## config.mk

```make
export PLATFORM = sky130hd
export DESIGN_NAME = sclt_cfg
export DESIGN_NICKNAME = d
export VERILOG_FILES = /design/src/rtl/sclt_pkg.sv /design/src/rtl/sclt_cfg.sv
export SDC_FILE = /design/constraint.sdc
export NUM_CORES = 2
export LEC_CHECK = 0
export ABC_AREA = 1
export BUFFER_PORTS_ARGS = -buffer_cell sky130_fd_sc_hd__buf_2
export CELL_PAD_IN_SITES_DETAIL_PLACEMENT = 1
export CELL_PAD_IN_SITES_GLOBAL_PLACEMENT = 2
export CORE_ASPECT_RATIO = 0.6
export CORE_MARGIN = 2
export CORE_UTILIZATION = 44
export DETAILED_ROUTE_END_ITERATION = 6
export GPL_TIMING_DRIVEN = 1
export PLACE_DENSITY = 0.95
export RECOVER_POWER = 25
export REMOVE_ABC_BUFFERS = 1
export SKIP_LAST_GASP = 1
export SYNTH_ARGS = -nofsm -noshare
export SYNTH_HDL_FRONTEND = slang
export SYNTH_SLANG_ARGS = --single-unit
```

## constraint.sdc

```tcl
create_clock -name clk -period 15.2 [get_ports clk]
set_clock_uncertainty 0.1 [all_clocks]
set_input_delay 1.52 -clock clk [delete_from_list [all_inputs] [get_ports clk]]
set_output_delay 1.52 -clock clk [all_outputs]
set_load 0.05 [all_outputs]
```

## src/rtl/sclt_pkg.sv

```systemverilog
// ----------------------------------------------------------------------------
// sclt_pkg
// Shared types, constants and constant-divide helpers for the SCL timing
// calculator.
// ----------------------------------------------------------------------------
package sclt_pkg;

  localparam int CLK_W  = 26;
  localparam int RISE_W = 10;
  localparam int TOP_W  = 22;
  localparam int REQ_W  = 26;
  localparam int DIV_W  = 8;
  localparam int ACT_W  = 23;
  localparam int LOW_W  = 16;
  localparam int MIN_W  = 13;
  localparam int KHZ_W  = 17;
  localparam int CYC_W  = 7;
  localparam int CFG_IDX_W = 2;

  localparam logic [CFG_IDX_W-1:0] REG_CORE_CLOCK = 2'd0;
  localparam logic [CFG_IDX_W-1:0] REG_RISE_TIME  = 2'd1;
  localparam logic [CFG_IDX_W-1:0] REG_TOP_SPEED  = 2'd2;

  localparam logic [CLK_W-1:0]  CORE_CLOCK_RST = 26'd24000000;
  localparam logic [RISE_W-1:0] RISE_TIME_RST  = 10'd300;
  localparam logic [TOP_W-1:0]  TOP_SPEED_RST  = 22'd1000000;

  localparam logic [CYC_W-1:0]  BASE_CYCLES  = 7'd10;
  localparam logic [16:0]       ROUND_UP_NS  = 17'd999;
  localparam logic [DIV_W-1:0]  DIV_MAX      = 8'd255;
  localparam logic [DIV_W:0]    LOW_BASE     = 9'd5;
  localparam logic [LOW_W-1:0]  LOW_SAT      = 16'd65535;
  localparam logic [ACT_W-1:0]  STD_MAX_HZ   = 23'd100000;
  localparam logic [ACT_W-1:0]  FAST_MAX_HZ  = 23'd400000;
  localparam logic [MIN_W-1:0]  MIN_LOW_STD  = 13'd4700;
  localparam logic [MIN_W-1:0]  MIN_LOW_FAST = 13'd1300;
  localparam logic [MIN_W-1:0]  MIN_LOW_FP   = 13'd500;
  localparam logic [27:0]       NS_PER_MS    = 28'd1000000;

  // derived values refresh through a short register chain after a write
  localparam logic [2:0] SETTLE_CYCLES = 3'd5;

  // exact floor division for x < 2**27 by multiply with rounded-up reciprocal
  localparam logic [27:0] RECIP_1E3 = 28'd137438954;
  localparam logic [27:0] RECIP_1E6 = 28'd140737489;

  typedef struct packed {
    logic [KHZ_W-1:0] khz;
    logic [CYC_W-1:0] rise_cyc;
    logic [CYC_W-1:0] overhead;
  } derived_t;

  function automatic logic [KHZ_W-1:0] div_1e3(input logic [26:0] x);
    logic [54:0] p;
    p = 55'(x) * 55'(RECIP_1E3);
    return p[53:37];
  endfunction

  function automatic logic [CYC_W-1:0] div_1e6(input logic [26:0] x);
    logic [54:0] p;
    p = 55'(x) * 55'(RECIP_1E6);
    return p[53:47];
  endfunction

endpackage

```

## src/rtl/sclt_cfg.sv

```systemverilog
// ----------------------------------------------------------------------------
// sclt_cfg
// Configuration registers and the register chain that derives core kHz,
// rise cycles and fixed overhead from them.
// ----------------------------------------------------------------------------
module sclt_cfg import sclt_pkg::*; (
  input  logic                 clk,
  input  logic                 rst_n,
  input  logic                 cfg_we,
  input  logic [CFG_IDX_W-1:0] cfg_index,
  input  logic [CLK_W-1:0]     cfg_wdata,
  output logic [CLK_W-1:0]     core_hz,
  output logic [TOP_W-1:0]     top_hz,
  output derived_t             drv,
  output logic                 settled
);

  logic [CLK_W-1:0]  clk_hz_r;
  logic [RISE_W-1:0] rise_ns_r;
  logic [TOP_W-1:0]  top_hz_r;
  logic [2:0]        settle_r, settle_nxt;
  logic [KHZ_W-1:0]  khz_r;
  logic [CYC_W-1:0]  mhz_r;
  logic [16:0]       prod_r;
  logic [CYC_W-1:0]  rise_cyc_r;
  logic [CYC_W-1:0]  overhead_r;

  always_ff @(posedge clk) begin
    if (!rst_n) begin
      clk_hz_r  <= CORE_CLOCK_RST;
      rise_ns_r <= RISE_TIME_RST;
      top_hz_r  <= TOP_SPEED_RST;
    end else if (cfg_we) begin
      case (cfg_index)
        REG_CORE_CLOCK: clk_hz_r  <= cfg_wdata;
        REG_RISE_TIME:  rise_ns_r <= cfg_wdata[RISE_W-1:0];
        REG_TOP_SPEED:  top_hz_r  <= cfg_wdata[TOP_W-1:0];
        default: ;
      endcase
    end
  end

  always_comb begin
    settle_nxt = settle_r;
    if (cfg_we) begin
      settle_nxt = SETTLE_CYCLES;
    end else if (settle_r != 3'd0) begin
      settle_nxt = settle_r - 3'd1;
    end
  end

  always_ff @(posedge clk) begin
    if (!rst_n) begin
      settle_r <= SETTLE_CYCLES;
    end else begin
      settle_r <= settle_nxt;
    end
  end

  // free-running chain of multiply stages, ending in an add for the overhead
  always_ff @(posedge clk) begin
    khz_r      <= div_1e3(27'(clk_hz_r));
    mhz_r      <= div_1e6(27'(clk_hz_r));
    prod_r     <= 17'(mhz_r) * 17'(rise_ns_r) + ROUND_UP_NS;
    rise_cyc_r <= CYC_W'(div_1e3(27'(prod_r)));
    overhead_r <= BASE_CYCLES + rise_cyc_r;
  end

  assign core_hz      = clk_hz_r;
  assign top_hz       = top_hz_r;
  assign drv.khz      = khz_r;
  assign drv.rise_cyc = rise_cyc_r;
  assign drv.overhead = overhead_r;
  assign settled      = (settle_r == 3'd0);

endmodule

```

==> flow_metrics.env <==
export IMPL_status="finished, violations left"
export IMPL_violations="DRC, capacitance limit, slew limit"
export IMPL_cp_slowest_stage_delay_ns=0.97
export IMPL_regArea_um2=2320
export IMPL_max_slew_worst_pin_slew_ns=2.63
export IMPL_start_kind="register"
export IMPL_routed_via_density=5.31
export IMPL_die_x_um=367
export IMPL_fin_hold_ws_ns=0.286
export IMPL_drc_errors=7
export IMPL_synth_top_cell_area_share=0.345
export IMPL_fmax_mhz=143
export IMPL_io_pins=111
export IMPL_finalInstanceArea_um2=37300
export IMPL_place_worst_setup_slack_ns=8.50
export IMPL_hpwlAfterDp_um=113000
export IMPL_dieArea_um2=81400
export IMPL_cts_resized=0
export IMPL_grt_max_degree=45
export IMPL_multiInputGateArea_um2=27600
export IMPL_crit_required_ns=15.55
export IMPL_diodes=0
export IMPL_yosysUniqueCellTypes=40
export IMPL_grt_pass1_vias=30983
export IMPL_track_usage=0.320
export IMPL_ctsRootBufferMaster="clkbuf_16"
export IMPL_numCtsBuffers=17
export IMPL_met3_usage=0.160
export IMPL_antenna_left=0
export IMPL_rsz0062_at_grt="no"
export IMPL_slew_viol_final=62
export IMPL_grt_overflow=0
export IMPL_first_iter_violations=2295
export IMPL_netlist_instances=4255
export IMPL_drt_pass1_iterations=7
export IMPL_tns_ns=0
export IMPL_grt_pass1_wl_um=191000
export IMPL_synthToLayoutAreaGrowth_pct=7.24
export IMPL_start_util=0.446
export IMPL_fillers=9647
export IMPL_clkTransAtPathRegs_ns=0.09
export IMPL_avgSynthCellArea_um2=8.17
export IMPL_final_layout_size_suffix_gt1_frac=0.0522
export IMPL_slew_headroom=-0.752
export IMPL_grtUsageMet2=0.413
export IMPL_cts_tree="yes"
export IMPL_fin_nets=5688
export IMPL_netlist_area_um2=34800
export IMPL_routabilityCongestion=1.04
export IMPL_vias=28888
export IMPL_slowest_stage="dfxtp_1"
export IMPL_wl_per_cell_um=23.3
export IMPL_globalRoute_busiestLayer="met1"
export IMPL_cts_sinks=116
export IMPL_antenna_found_initial=3
export IMPL_hold_path_class="reg2reg"
export IMPL_core_rowCount=79
export IMPL_postCtsSetupRepairBufs=0
export IMPL_dpl_cell_area_um2=36700
export IMPL_core_area_um2=77900
export IMPL_cp_top_family="adder cells"
export IMPL_crit_path_end_kind="register"
export IMPL_yosysWarningCount=0
export IMPL_final_cell_mix="inv_1 (1263), nand2_1 (752), ha_1 (682)"
export IMPL_critPathBufInv=8
export IMPL_cp_cell_sequence="inv_1, ha_1, inv_1, fa_1, inv_1, fa_1, inv_1, fa_1, inv_1, fa_1, inv_1, fa_1, inv_1, fa_1, inv_1, ha_1, nand2_1, nor2_1, a211oi_1, nor2_1, nand2_1, nand3_1, nand2_1, nand2_1"
export IMPL_fin_crit_sh=0.460
export IMPL_cp_data_arrival_time_ns=7.34
export IMPL_setup_violations=0
export IMPL_cp_max_fo=13
export IMPL_setup_ws_ns=8.21
export IMPL_insertion_delay_ns=0.57
export IMPL_ys_seq_elements=116
export IMPL_drv_cap=2
export IMPL_postCtsHoldBufs=0
export IMPL_htreeDepth=4
export IMPL_grt_util_met1=0.473
export IMPL_worst_path_most_repeated_cell="inv_1"
export IMPL_ys_seq_area_frac=0.0668
export IMPL_layout_commonest_cell="inv_1"
export IMPL_numPortBuffers=110
export IMPL_synthTopCellsByArea="fa_1 (35%), ha_1 (25%), inv_1 (14%)"
export IMPL_die_y_um=222
export IMPL_drt_wl_total_um=127000
export IMPL_synth_top_cell_by_area="fa_1"
export IMPL_finalHoldViolCount=0
export IMPL_cts_buffer_depth=2
export IMPL_post_route_min_period_ns=6.99
export IMPL_worstSetupPathType="reg2reg"
## layer usage
metal | part of all wire | vias up
met5 | 0.00098 | -
met3 | 0.14 | 103
met1 | 0.48 | 14551
li1 | - | 13040
met2 | 0.37 | 1192
met4 | 0.012 | 2
## flip-flops by register name (all words and copies together), names as in the netlist
name        flops
core_hz        26
prod_r         17
rise_ns_r      10
settle_r        3
overhead_r      7
top_hz         22
mhz_r           7
rise_cyc_r      7
khz_r          17
## cells by family (layout without fill, tap and decap cells)
logic type / after synthesis / count (layout) / share of synthesized area
AOI/OAI and AO/OA: 337 / 337 / 0.0523
xor gates and xnor gates: 18 / 18 / 0.00453
adders and majority gates: 1282 / 1282 / 0.591
buffers and inverters: 1306 / 1439 / 0.141
DFF: 116 / 116 / 0.0668
and+or+nand+nor: 1196 / 1196 / 0.145
## metrics by stage
| step | instances | util |
|---|---|---|
| 5_1_grt | 5441 | 0.479 |
| 6_report | 5441 | 0.479 |
| 2_1_floorplan | 4222 | - |
| 3_3_place_gp | 5409 | 0.471 |
| 4_1_cts | 5441 | 0.479 |
| 3_5_place_dp | 5409 | 0.471 |
## synthesized netlist by cell type (all sizes together)
master,number
a211oi,2
a21boi,3
a21o,14
a21oi,183
a31oi,4
and2,4
and3,2
clkbuf,33
clkinv,1
dfxtp,116
fa,600
ha,682
inv,1272
nand2,763
nand2b,1
nand3,97
nand3b,2
nand4,46
nor2,231
nor3,34
nor3b,2
nor4,2
o2111ai,1
o211ai,8
o21a,1
o21ai,100
o21bai,20
o31ai,1
or2,12
xnor2,8
xor2,10
## path summary, 6_finish.rpt
check	end	startpoint	depth (start not counted)	slack [ns]
hold / removal	overhead_r[0]	rise_cyc_r[0]	0	0.29
hold reg to reg	overhead_r[0]	rise_cyc_r[0]	0	0.29
setup reg to reg	mhz_r[6]	core_hz[9]	24	8.21
setup / recovery	mhz_r[6]	core_hz[9]	24	8.21
## final cells by class
cell class | instances | share of cell area
tap | 1053 | 0.0353
multi-input combinational | 2833 | 0.739
timing repair buffer | 134 | 0.0195
inverter | 1273 | 0.128
clock inverter | 15 | 0.00453
clock buffer | 17 | 0.0114
sequential | 116 | 0.0623
Power is not shown: default switching activity piles up to over one toggle a cycle in this logic, so the estimate is an artifact.
