### src/rtl/sclt_divpipe.sv
// ----------------------------------------------------------------------------
// sclt_divpipe
// Pipelined restoring divider, BPS quotient bits per stage, with valid bits
// and a sideband that travel alongside. Needs num < den * 2**QW.
// ----------------------------------------------------------------------------
module sclt_divpipe #(
  parameter int NW  = 26,
  parameter int DW  = 26,
  parameter int QW  = 10,
  parameter int BPS = 2,
  parameter int SW  = 1
) (
  input  logic          clk,
  input  logic          rst_n,
  input  logic          en,
  input  logic          in_valid,
  input  logic [NW-1:0] in_num,
  input  logic [DW-1:0] in_den,
  input  logic [SW-1:0] in_sb,
  output logic          out_valid,
  output logic [QW-1:0] out_quo,
  output logic [SW-1:0] out_sb
);

  localparam int NST = QW / BPS;
  localparam int CW  = DW + QW;

  logic [NST-1:0] v_r;
  logic [NW-1:0]  rem_r [NST];
  logic [QW-1:0]  q_r   [NST];
  logic [DW-1:0]  den_r [NST];
  logic [SW-1:0]  sb_r  [NST];

  for (genvar s = 0; s < NST; s++) begin : g_stage
    logic          v_i;
    logic [NW-1:0] rem_i, rem_w;
    logic [QW-1:0] q_i, q_w;
    logic [DW-1:0] den_i;
    logic [SW-1:0] sb_i;

    if (s == 0) begin : g_first
      assign v_i   = in_valid;
      assign rem_i = in_num;
      assign q_i   = '0;
      assign den_i = in_den;
      assign sb_i  = in_sb;
    end else begin : g_next
      assign v_i   = v_r[s-1];
      assign rem_i = rem_r[s-1];
      assign q_i   = q_r[s-1];
      assign den_i = den_r[s-1];
      assign sb_i  = sb_r[s-1];
    end

    always_comb begin
      logic [CW-1:0] sh;
      rem_w = rem_i;
      q_w   = q_i;
      for (int b = 0; b < BPS; b++) begin
        sh = CW'(den_i) << (QW - 1 - (s * BPS + b));
        if (CW'(rem_w) >= sh) begin
          rem_w = NW'(CW'(rem_w) - sh);
          q_w   = {q_w[QW-2:0], 1'b1};
        end else begin
          q_w   = {q_w[QW-2:0], 1'b0};
        end
      end
    end

    always_ff @(posedge clk) begin
      if (!rst_n) begin
        v_r[s] <= 1'b0;
      end else if (en) begin
        v_r[s] <= v_i;
      end
    end

    always_ff @(posedge clk) begin
      if (en) begin
        rem_r[s] <= rem_w;
        q_r[s]   <= q_w;
        den_r[s] <= den_i;
        sb_r[s]  <= sb_i;
      end
    end
  end

  assign out_valid = v_r[NST-1];
  assign out_quo   = q_r[NST-1];
  assign out_sb    = sb_r[NST-1];

endmodule

### config.mk
export PLATFORM = sky130hd
export DESIGN_NAME = sclt_divpipe
export DESIGN_NICKNAME = d
export VERILOG_FILES = /design/src/rtl/sclt_divpipe.sv
export SDC_FILE = /design/constraint.sdc
export NUM_CORES = 1
export LEC_CHECK = 0
export ABC_AREA = 1
export BUFFER_PORTS_ARGS = -buffer_cell sky130_fd_sc_hd__buf_2
export CORE_ASPECT_RATIO = 1.1
export CORE_UTILIZATION = 30
export CTS_CLUSTER_SIZE = 8
export DETAILED_ROUTE_END_ITERATION = 8
export GPL_TIMING_DRIVEN = 0
export HOLD_SLACK_MARGIN = 0.05
export PLACE_DENSITY_LB_ADDON = 0.2
export SLEW_MARGIN = 40
export SYNTH_ARGS = -nofsm -noshare
export SYNTH_HDL_FRONTEND = slang
export SYNTH_SLANG_ARGS = --single-unit
### constraint.sdc
create_clock -name clk -period 3.9 [get_ports clk]
set_input_delay 0.39 -clock clk [delete_from_list [all_inputs] [get_ports clk]]
set_output_delay 0.39 -clock clk [all_outputs]
set_load 0.01 [all_outputs]
==> results of run 1 <==
## sequential cells by signal, indices dropped and copies added, names as in the netlist
name,flops
den_r,104
g_stage.v_i,4
q_r,30
rem_r,104
out_valid,1
sb_r,5
## worst register-to-register path, delay by kind of cell (launching register included)
kind,cells,cell delay (ns)
fa+ha+maj,2,0.58
buf+inv,5,0.65
flops,1,0.44
simple gates,18,1.96
## logic make-up (layout without fill, tap and decap cells)
kind of cell	count (synthesis)	in the layout
xor+xnor	99	99
flops	248	248
fa+ha+maj	224	224
buf+inv	653	1001
compound gates	307	307
simple gates	1960	1960
## synth_stat cells (2+ instances only)
master    count  area share (%)
o211ai_1      3           0.094
nor2_4        2           0.094
a31oi_1       3           0.078
a21oi_1     172             3.6
a21o_1        7            0.22
nand3b_1     29            0.91
xnor2_1      46             1.7
or2_2         3           0.078
nor3_2        5            0.21
ha_1        215              11
o21ai_1       6            0.13
o21bai_1     15            0.47
nor2_2        5            0.13
a21boi_0      5            0.16
nor2_1      264             4.1
nand3_4       2            0.15
o21ai_0      85             1.8
and2_1       68             1.8
inv_1       599             9.4
fa_1          9            0.75
nand2_1    1134              18
buf_6         8            0.38
a21oi_2       8            0.29
nor4_1        5            0.13
nand2_2       6            0.16
buf_4        15            0.47
nand3_1     240             5.0
inv_2         4           0.063
edfxtp_1    243              31
buf_2        24            0.50
nand4_1     146             3.8
clkbuf_1      3           0.047
nand3_2       6            0.25
xor2_1       53             1.9
nor3_1       41            0.86
dfxtp_1       5            0.42
## where the power goes
group          switching, mW  leakage, nW  internal (mW)
Sequential             0.158         2.43           3.18
Combinational           2.73         12.7           1.85
Clock                   1.17        0.505           1.79
## final cells by class
cell class	count	area share, %
Sequential cell	248	22.92
Inverter	603	7.060
Clock buffer	49	3.140
Clock inverter	4	0.08141
Tap cell	1045	4.051
Multi-Input combinational cell	2590	53.45
Timing Repair Buffer	296	7.676
Buffer	49	1.624
## per-layer routing
layer	vias up	GRT usage (%)	part of all wire, %
li1	12028	-	-
met1	10821	20.44	36
met2	524	41.16	54
met3	290	1.822	2.3
met4	0	13.44	8.2
met5	-	0	0
## final timing paths
check	to	slack [ns]	depth (start not counted)
max	rem_r[0][94]	0.0002	25
max reg2reg	rem_r[0][94]	0.0002	25
min reg2reg	q_r[0][36]	0.42	0
min	den_r[0][19]	0.07	1
## timing repair
| action | 4_1_cts | 5_1_grt |
|---|---|---|
| buffers inserted | 88 | 104 |
| gates cloned | 3 | 10 |
| endpoints found under the setup margin | 89 | 89 |
| pin swaps | 53 | 162 |
| hold endpoints to repair | 21 | 0 |
| resized for setup | 331 | 497 |
| hold buffers | 21 | 0 |
==> results.yml, run 1 <==
synthesis:
  synthesis.area_um2: 23920
  synth_top_family_by_area: "simple AND/OR/NAND/NOR gates"
  ys_seq_area_share_pct: 30.93
  synth_compound_area_share_pct: 6.916
  synthesis.nets: 3772
  synthMuxAreaShare_pct: 0
  synthAdderAreaFrac_pct: 12.00
  netlist_instances: 3491
  synthDistinctLibCells: 43
  ys_warn_count: 0
  synth-simple-area-share_pct: 35.66
  synth_area_per_cell_um2: 6.851
  synthFlopType: "edfxtp_1"
  synth_edf_count: 243
  yosys_register_bits: 248
  synthXorXnorAreaFrac_pct: 3.626
  async_flop_share_pct: 0
sta:
  rsz0062_at_grt: "yes"
  final_max_slew_viol_count: 0
  setup_violations: 0
  final.min_clock_period_ns: 3.900
  post-route-period-util_pct: 100.0
  worstMarginPinSlew_ns: 0.7188
  hold_viol: 0
  fmax_mhz: 256.4
  slew_headroom_pct: 51.82
  holdWs_ns: 0.07180
  setup_tns_ns: 0
  finalClockSkew_ns: 0.01662
  worst_slack_ns: 0.0001501
critical_path:
  cp_slowest_cell: "edfxtp_1"
  r2r_start: "rem_r[0][57]"
  crit_family: "simple AND/OR/NAND/NOR gates"
  critPathMaxFanout: 6
  max_stage_delay_ns: 0.44
  criticalPathCategory: "register to register"
  cp-startpoint: "rem_r[0][57]"
  crit_path_start_kind: "register"
  cp.arrival_ns: 4.19
  path_buf_inv: 5
  required_ns: 4.19
  worst_setup_path_end_kind: "register"
  crit_top_cell: "nand2_4"
detailed_routing:
  dr.pass1.iters: 5
  num_vias: 23663
  wl_per_cell_um: 17.94
  ant_nets: 0
  vias_per_cell: 4.845
  remaining_drc_errors: 0
  drtIter0Drc: 1026
  wl_mm: 87.63
power:
  p_leak_nw: 15.65
  total_power_mw: 10.89
  power_per_cell_area_nw_per_um2: 337.3
  vdd_drop_max_mv: 0.2195
global_routing:
  grt_antenna_before_repair: 0
  grt_first_pass_wirelength_mm: 129.6
  grt_max_degree: 70
  grt_usage_pct: 20.83
  grt_pass1_vias: 23804
  grt_overflow: 0
place:
  detailed_place_hpwl_mm: 70.34
  gp_congestion: 0.9608
  portBuffers: 68
  place_ws_ns: -1.110
  dp.cells: 4607
  place_area_um2: 25670
cts:
  clkSinkCount: 248
  cts.clk_slew.worst_paths_ns: 0.05
  cts_root_buffer: "clkbuf_16"
  cts_tree: "done"
  clock_latency_ns: 0.54
  htree_levels: 2
  clockBufferDepth: 3
  cts_made_buffers: 38
cells_and_area:
  final_cell_mix: "nand2_1 (942), inv_1 (530), edfxtp_1 (243), nor2_1 (202), nand3_1 (200)"
  num_antenna_cells: 0
  final_common_cell: "nand2_1"
  final_nets: 4107
  multi_input_area_um2: 17250
  fin_cells: 4884
  final_util_pct: 40.90
  seqCellArea_um2: 7397
  nFillCells: 8177
  final_area_um2: 32270
  syn_to_final_growth_pct: 34.95
  drive_gt1_share_pct: 25.94
die:
  start_util_pct: 30.31
  io_pins: 69
  die-area_um2: 80850
  die_h_um: 298.1
  fp.dieW_um: 271.2
  row_count: 108
  core_um2: 78920
min_path:
  hold_start: "in_den[19]"
  hold_class: "input pin to register"
outcome:
  status: "complete, no violations"
flow_run:
  maxCapViolCount: 0
(Power assumes the default switching activity.)
==> inputs of run 2 (changes only) <==
--- a/config.mk
+++ b/config.mk
@@ -5,10 +5,10 @@
 export SDC_FILE = /design/constraint.sdc
 export NUM_CORES = 1
 export LEC_CHECK = 0
-export ABC_AREA = 1
 export BUFFER_PORTS_ARGS = -buffer_cell sky130_fd_sc_hd__buf_2
 export CORE_ASPECT_RATIO = 1.1
 export CORE_UTILIZATION = 30
+export CTS_CLUSTER_DIAMETER = 120
 export CTS_CLUSTER_SIZE = 8
 export DETAILED_ROUTE_END_ITERATION = 8
 export GPL_TIMING_DRIVEN = 0
==> results.yml, run 2 <==
cts:
  clock_latency_ns: 0.53
  cts_tree: "done"
  htree_levels: 2
  cts.clk_slew.worst_paths_ns: 0.05
  cts_root_buffer: "clkbuf_16"
  clkSinkCount: 248
  cts_made_buffers: 36
  clockBufferDepth: 3
die:
  die-area_um2: 66120
  die_h_um: 269.6
  fp.dieW_um: 245.3
  core_um2: 63960
  io_pins: 69
  start_util_pct: 30.53
  row_count: 97
critical_path:
  max_stage_delay_ns: 0.38
  cp_slowest_cell: "edfxtp_1"
  critPathMaxFanout: 8
  required_ns: 4.17
  criticalPathCategory: "register to register"
  cp.arrival_ns: 5.72
  ff2ff_setup_slack_ns: -1.55
  crit_path_start_kind: "register"
  worst_setup_path_end_kind: "register"
global_routing:
  grt_pass1_vias: 16340
  grt_first_pass_wirelength_mm: 86.52
  grt_max_degree: 70
  grt_antenna_before_repair: 0
  grt_usage_pct: 16.50
  grt_overflow: 0
sta:
  fmax_mhz: 183.6
  worstMarginPinSlew_ns: 0.5924
  slew_headroom_pct: 60.14
  finalClockSkew_ns: 0.02333
  final_max_slew_viol_count: 0
  worst_slack_ns: -1.547
  final.min_clock_period_ns: 5.447
  rsz0062_at_grt: "yes"
  hold_viol: 0
  setup_violations: 89
  setup_tns_ns: -96.22
  post-route-period-util_pct: 139.7
detailed_routing:
  num_vias: 15574
  drtIter0Drc: 614
  wl_mm: 55.81
  vias_per_cell: 5.060
  dr.pass1.iters: 5
  remaining_drc_errors: 0
  wl_per_cell_um: 18.13
  ant_nets: 0
synthesis:
  yosys_register_bits: 248
  synth_largest_area_cell: "edfxtp_1"
  ys_seq_area_share_pct: 37.88
  ys_warn_count: 0
  synthFlopType: "edfxtp_1"
  synth_common_cells: "edfxtp_1 (243), ha_1 (215), inv_1 (152), a21oi_1 (148), nor2_1 (117)"
  synthTopCellsByArea: "edfxtp_1 (37%), ha_1 (14%), mux2_2 (5.8%), xnor2_1 (3.9%), a21oi_1 (3.8%)"
  synthesis.area_um2: 19530
  yosysMostFrequentCell: "edfxtp_1"
  yosysTopAreaCellShare_pct: 37.37
  synth_area_per_cell_um2: 10.17
  synthesis.nets: 2201
  synth_edf_count: 243
  async_flop_share_pct: 0
  synthDistinctLibCells: 91
  netlist_instances: 1920
cells_and_area:
  final_area_um2: 26350
  final_common_cell: "edfxtp_1"
  final_nets: 2511
  final_cell_mix: "edfxtp_1 (243), ha_1 (151), buf_4 (148), inv_1 (134), a21oi_1 (115)"
  syn_to_final_growth_pct: 34.93
  final_util_pct: 41.20
  drive_gt1_share_pct: 33.08
  num_antenna_cells: 0
  reg_top3: "den_r (104), rem_r (104), q_r (30)"
power:
  power_per_cell_area_nw_per_um2: 368.0
  p_leak_nw: 10.84
  vdd_drop_max_mv: 0.2998
place:
  gp_congestion: 0.9364
  place_area_um2: 21690
  detailed_place_hpwl_mm: 42.48
  portBuffers: 68
min_path:
  hold_class: "input pin to register"
outcome:
  violations: "setup timing"
  status: "finished with violations"
flow_run:
  maxCapViolCount: 0
-- run 2: cell count changes in the layout (fill, tap and decap cells not counted), sizes merged, moves of 111 or more --
cell,previous run,this run
nand2,1140,110
inv,601,154
nand3,248,22
nor2,271,117
nand4,147,32
mux2,0,111
-- run 2: layer usage --
metal / global-route usage [%] / up-vias / wire length [um]
li1: - / 7798 / -
met1: 17.49 / 7387 / 22050
met2: 31.81 / 266 / 29700
met3: 1.841 / 123 / 1341
met4: 7.944 / 0 / 2714
met5: 0 / - / 0
-- run 2: path summary, 6_finish.rpt --
check            endpoint          from  cells after the start
max reg2reg  rem_r[0][75]  rem_r[0][31]                     25
max          rem_r[0][75]  rem_r[0][31]                     25
min           den_r[0][8]     in_den[8]                      1
min reg2reg    q_r[0][34]    q_r[0][22]                      0
-- run 2: final cells by class --
| cell class | instances | area [um^2] |
|---|---|---|
| clock inverters | 3 | 48.80 |
| fillers | 6049 | 37610 |
| clock buffers | 42 | 923.4 |
| plain buffers | 33 | 461.7 |
| inverters | 155 | 615.6 |
| flip-flops and latches | 248 | 7397 |
| repair buffers | 275 | 2290 |
| multi-input cells | 1481 | 13560 |
| well taps | 841 | 1052 |
-- run 2: metrics by stage --
| stage | power (mW) | setup slack [ns] | cells | hold WS (ns) |
|---|---|---|---|---|
| floorplan | 5.505 | -1.006 | 1920 | 0.4003 |
| global placement | 6.184 | -2.270 | 2829 | 0.4048 |
| detailed placement | 6.221 | -2.178 | 2832 | 0.4052 |
| CTS | 9.534 | -1.620 | 3036 | 0.05064 |
| global route | 10.23 | -1.688 | 3078 | 0.05990 |
| finish | 9.697 | -1.547 | 3078 | 0.07947 |
-- run 2: cells by family after synthesis --
kind of cell | after synthesis | share of synthesized area [%]
adder cells (fa/ha/maj) | 224 | 14.70
flip-flops | 248 | 37.88
XOR/XNOR | 145 | 6.504
buffers and inverters | 191 | 4.043
multiplexers | 124 | 7.240
AO/OA/AOI/OAI | 539 | 18.27
AND/OR/NAND/NOR | 449 | 11.37
-- run 2: what timing repair did --
| action | CTS | global route |
|---|---|---|
| hold endpoints to repair | 25 | 0 |
| cloned | 6 | 1 |
| hold buffers | 25 | 0 |
| endpoints found under the setup margin | 89 | 89 |
| pin swaps | 109 | 92 |
| gates resized for setup | 303 | 147 |
| buffers inserted | 130 | 47 |
-- run 2: power breakdown --
part / switching (mW) / internal, mW
Combinational: 1.90 / 1.73
Clock: 1.11 / 1.66
Sequential: 0.125 / 3.18
-- run 2: worst max-delay path: cells and delay by family (launching register included) --
family,cells,cell delay [ns]
adder cells (fa/ha/maj),3,0.79
AO/OA/AOI/OAI,8,1.64
flip-flops,1,0.38
AND/OR/NAND/NOR,5,0.97
buffers and inverters,7,0.80
multiplexers,2,0.60
==> inputs of run 3 (changes only) <==
--- a/config.mk
+++ b/config.mk
@@ -8,12 +8,14 @@
 export BUFFER_PORTS_ARGS = -buffer_cell sky130_fd_sc_hd__buf_2
 export CORE_ASPECT_RATIO = 1.1
 export CORE_UTILIZATION = 30
-export CTS_CLUSTER_DIAMETER = 120
+export CTS_CLUSTER_DIAMETER = 150
 export CTS_CLUSTER_SIZE = 8
 export DETAILED_ROUTE_END_ITERATION = 8
 export GPL_TIMING_DRIVEN = 0
 export HOLD_SLACK_MARGIN = 0.05
+export MAX_ROUTING_LAYER = met4
 export PLACE_DENSITY_LB_ADDON = 0.2
+export SETUP_SLACK_MARGIN = 0.3
 export SLEW_MARGIN = 40
 export SYNTH_ARGS = -nofsm -noshare
 export SYNTH_HDL_FRONTEND = slang
==> results.yml, run 3 (same netlist as run 2, synthesis figures left out) <==
sta:
  setup_violations: 89
  slew_headroom_pct: 60.83
  worstMarginPinSlew_ns: 0.5802
  final.min_clock_period_ns: 5.586
  finalClockSkew_ns: 0.02276
  fmax_mhz: 179.0
  rsz0062_at_grt: "yes"
  post-route-period-util_pct: 143.2
  hold_viol: 0
  worst_slack_ns: -1.686
  final_max_slew_viol_count: 0
critical_path:
  cp.arrival_ns: 5.85
  criticalPathCategory: "register to register"
  crit_path_start_kind: "register"
  required_ns: 4.16
  r2r_start: "rem_r[0][31]"
  worst_setup_path_end_kind: "register"
  timing.rr.end: "rem_r[0][58]"
  critPathMaxFanout: 8
  ff2ff_setup_slack_ns: -1.69
  endpoint: "rem_r[0][58]"
  cp-startpoint: "rem_r[0][31]"
  rr_worst_depth: 25
die:
  die-area_um2: 66120
  io_pins: 69
  die_h_um: 269.6
  row_count: 97
  start_util_pct: 30.53
  fp.dieW_um: 245.3
  core_um2: 63960
detailed_routing:
  wl_mm: 56.50
  wl_per_cell_um: 18.37
  drtIter0Drc: 633
  dr.pass1.iters: 5
  num_vias: 15615
  vias_per_cell: 5.078
  remaining_drc_errors: 0
  ant_nets: 0
power:
  power.internal_mw: 6.590
  p_leak_nw: 10.86
  vdd_drop_max_mv: 0.2384
  seqPwrFrac_pct: 34.0
  power_frac_clock_pct: 28.8
  p_sw_share_pct: 32.15
  switchingPower_mw: 3.123
  power_per_cell_area_nw_per_um2: 369.0
  comb_power_share_pct: 37.2
cts:
  cts_root_buffer: "clkbuf_16"
  clock_latency_ns: 0.53
  cts_made_buffers: 36
  htree_levels: 2
  clkSinkCount: 248
  clockBufferDepth: 3
  cts.clk_slew.worst_paths_ns: 0.05
  cts_tree: "done"
global_routing:
  grt_max_degree: 71
  grt_antenna_before_repair: 0
  grt_overflow: 0
  grt_first_pass_wirelength_mm: 87.29
  grt_usage_pct: 17.28
  grt_pass1_vias: 16360
min_path:
  hold_class: "input pin to register"
cells_and_area:
  drive_gt1_share_pct: 33.03
  nFillCells: 6062
  reg_top3: "den_r (104), rem_r (104), q_r (30)"
  final_nets: 2508
  num_antenna_cells: 0
  final_util_pct: 41.15
  final_common_cell: "edfxtp_1"
  syn_to_final_growth_pct: 34.79
  fin_cells: 3075
  final_cell_mix: "edfxtp_1 (243), ha_1 (148), buf_4 (140), inv_1 (133), a21oi_1 (119)"
place:
  portBuffers: 68
  detailed_place_hpwl_mm: 42.90
  dp.cells: 2832
  gp_congestion: 0.9603
  place_ws_ns: -2.179
outcome:
  violations: "setup timing"
  status: "finished with violations"
flow_run:
  maxCapViolCount: 0
run 3: changes by cell type in the layout (fill, tap and decap cells not counted), sizes merged:
cell | before | now
clkinv | 3 | 0
clkinvlp | 1 | 0
inv | 154 | 157
dlygate4sd3 | 25 | 16
clkbuf | 51 | 58
run 3: routing by layer:
| layer | up-vias | track usage [%] | routed length, um |
|---|---|---|---|
| met1 | 7414 | 17.50 | 21950 |
| met4 | 0 | 8.421 | 3115 |
| met5 | - | - | 0 |
| met2 | 262 | 32.71 | 30200 |
| met3 | 134 | 1.642 | 1238 |
| li1 | 7805 | - | - |
run 3: final cells by class:
cell class                      count  area (um^2)  share of cell area (%)
Buffer                             36        498.0                   1.892
Timing Repair Buffer              269         2396                   9.103
Clock inverter                      2        17.52                 0.06655
Tap cell                          841         1052                   3.998
Multi-Input combinational cell   1481        13400                   50.92
Clock buffer                       43        948.4                   3.603
Inverter                          155        609.3                   2.315
Sequential cell                   248         7397                   28.10
run 3: worst min path at each step:
stage | end | slack [ns] | startpoint | cells after the start
after CTS | den_r[0][20] | 0.05 | in_den[20] | 1
after global placement | q_r[0][45] | 0.41 | q_r[0][33] | 0
final | den_r[0][19] | 0.07 | in_den[19] | 1
after detailed placement | q_r[0][43] | 0.40 | q_r[0][31] | 0
after global routing | den_r[0][19] | 0.06 | in_den[19] | 1
after floorplan | q_r[0][12] | 0.40 | q_r[0][0] | 0
run 3: worst max-delay path, stage by stage (launching register included):
cell and delay (ns):
edfxtp_1 0.39, inv_1 0.08, ha_2 0.19, inv_2 0.04
fa_2 0.33, a21o_1 0.19, a22oi_2 0.26, a21oi_4 0.11
a21o_1 0.22, a31oi_4 0.16, o22a_1 0.16, buf_6 0.17
buf_12 0.14, mux2_4 0.32, ha_4 0.28, buf_4 0.11
and4_4 0.23, nand4_1 0.25, nor3_2 0.37, nand3_2 0.15
o21ai_4 0.23, nand3_2 0.10, a21o_4 0.26, buf_12 0.14
buf_4 0.14, mux2_4 0.29
run 3: what timing repair did:
action                     CTS  global route
pin swaps                  115            63
buffers inserted           133            40
cloned                       9             0
setup endpoints to repair   89            89
hold buffers                16             0
resized for setup          303           122
hold endpoints to repair    16             0
run 3: stage by stage:
| stage | instance area, um^2 | total power, mW | hold slack, ns | TNS (ns) |
|---|---|---|---|---|
| floorplan | 20190 | 5.505 | 0.4003 | -63.29 |
| global placement | 21590 | 6.193 | 0.4053 | -364.18 |
| detailed placement | 21690 | 6.227 | 0.4045 | -173.25 |
| CTS | 25540 | 9.607 | 0.05136 | -106.86 |
| global route | 26320 | 10.24 | 0.06168 | -116.52 |
| finish | 26320 | 9.713 | 0.07426 | -103.76 |
run 3: power groups by stage:
stage	clock network, mW	registers [mW]	logic, mW
2_1_floorplan	0	3.29	2.21
5_1_grt	2.97	3.32	3.94
6_report	2.80	3.30	3.61
3_3_place_gp	0	3.36	2.83
3_5_place_dp	0	3.35	2.88
4_1_cts	2.90	3.30	3.41
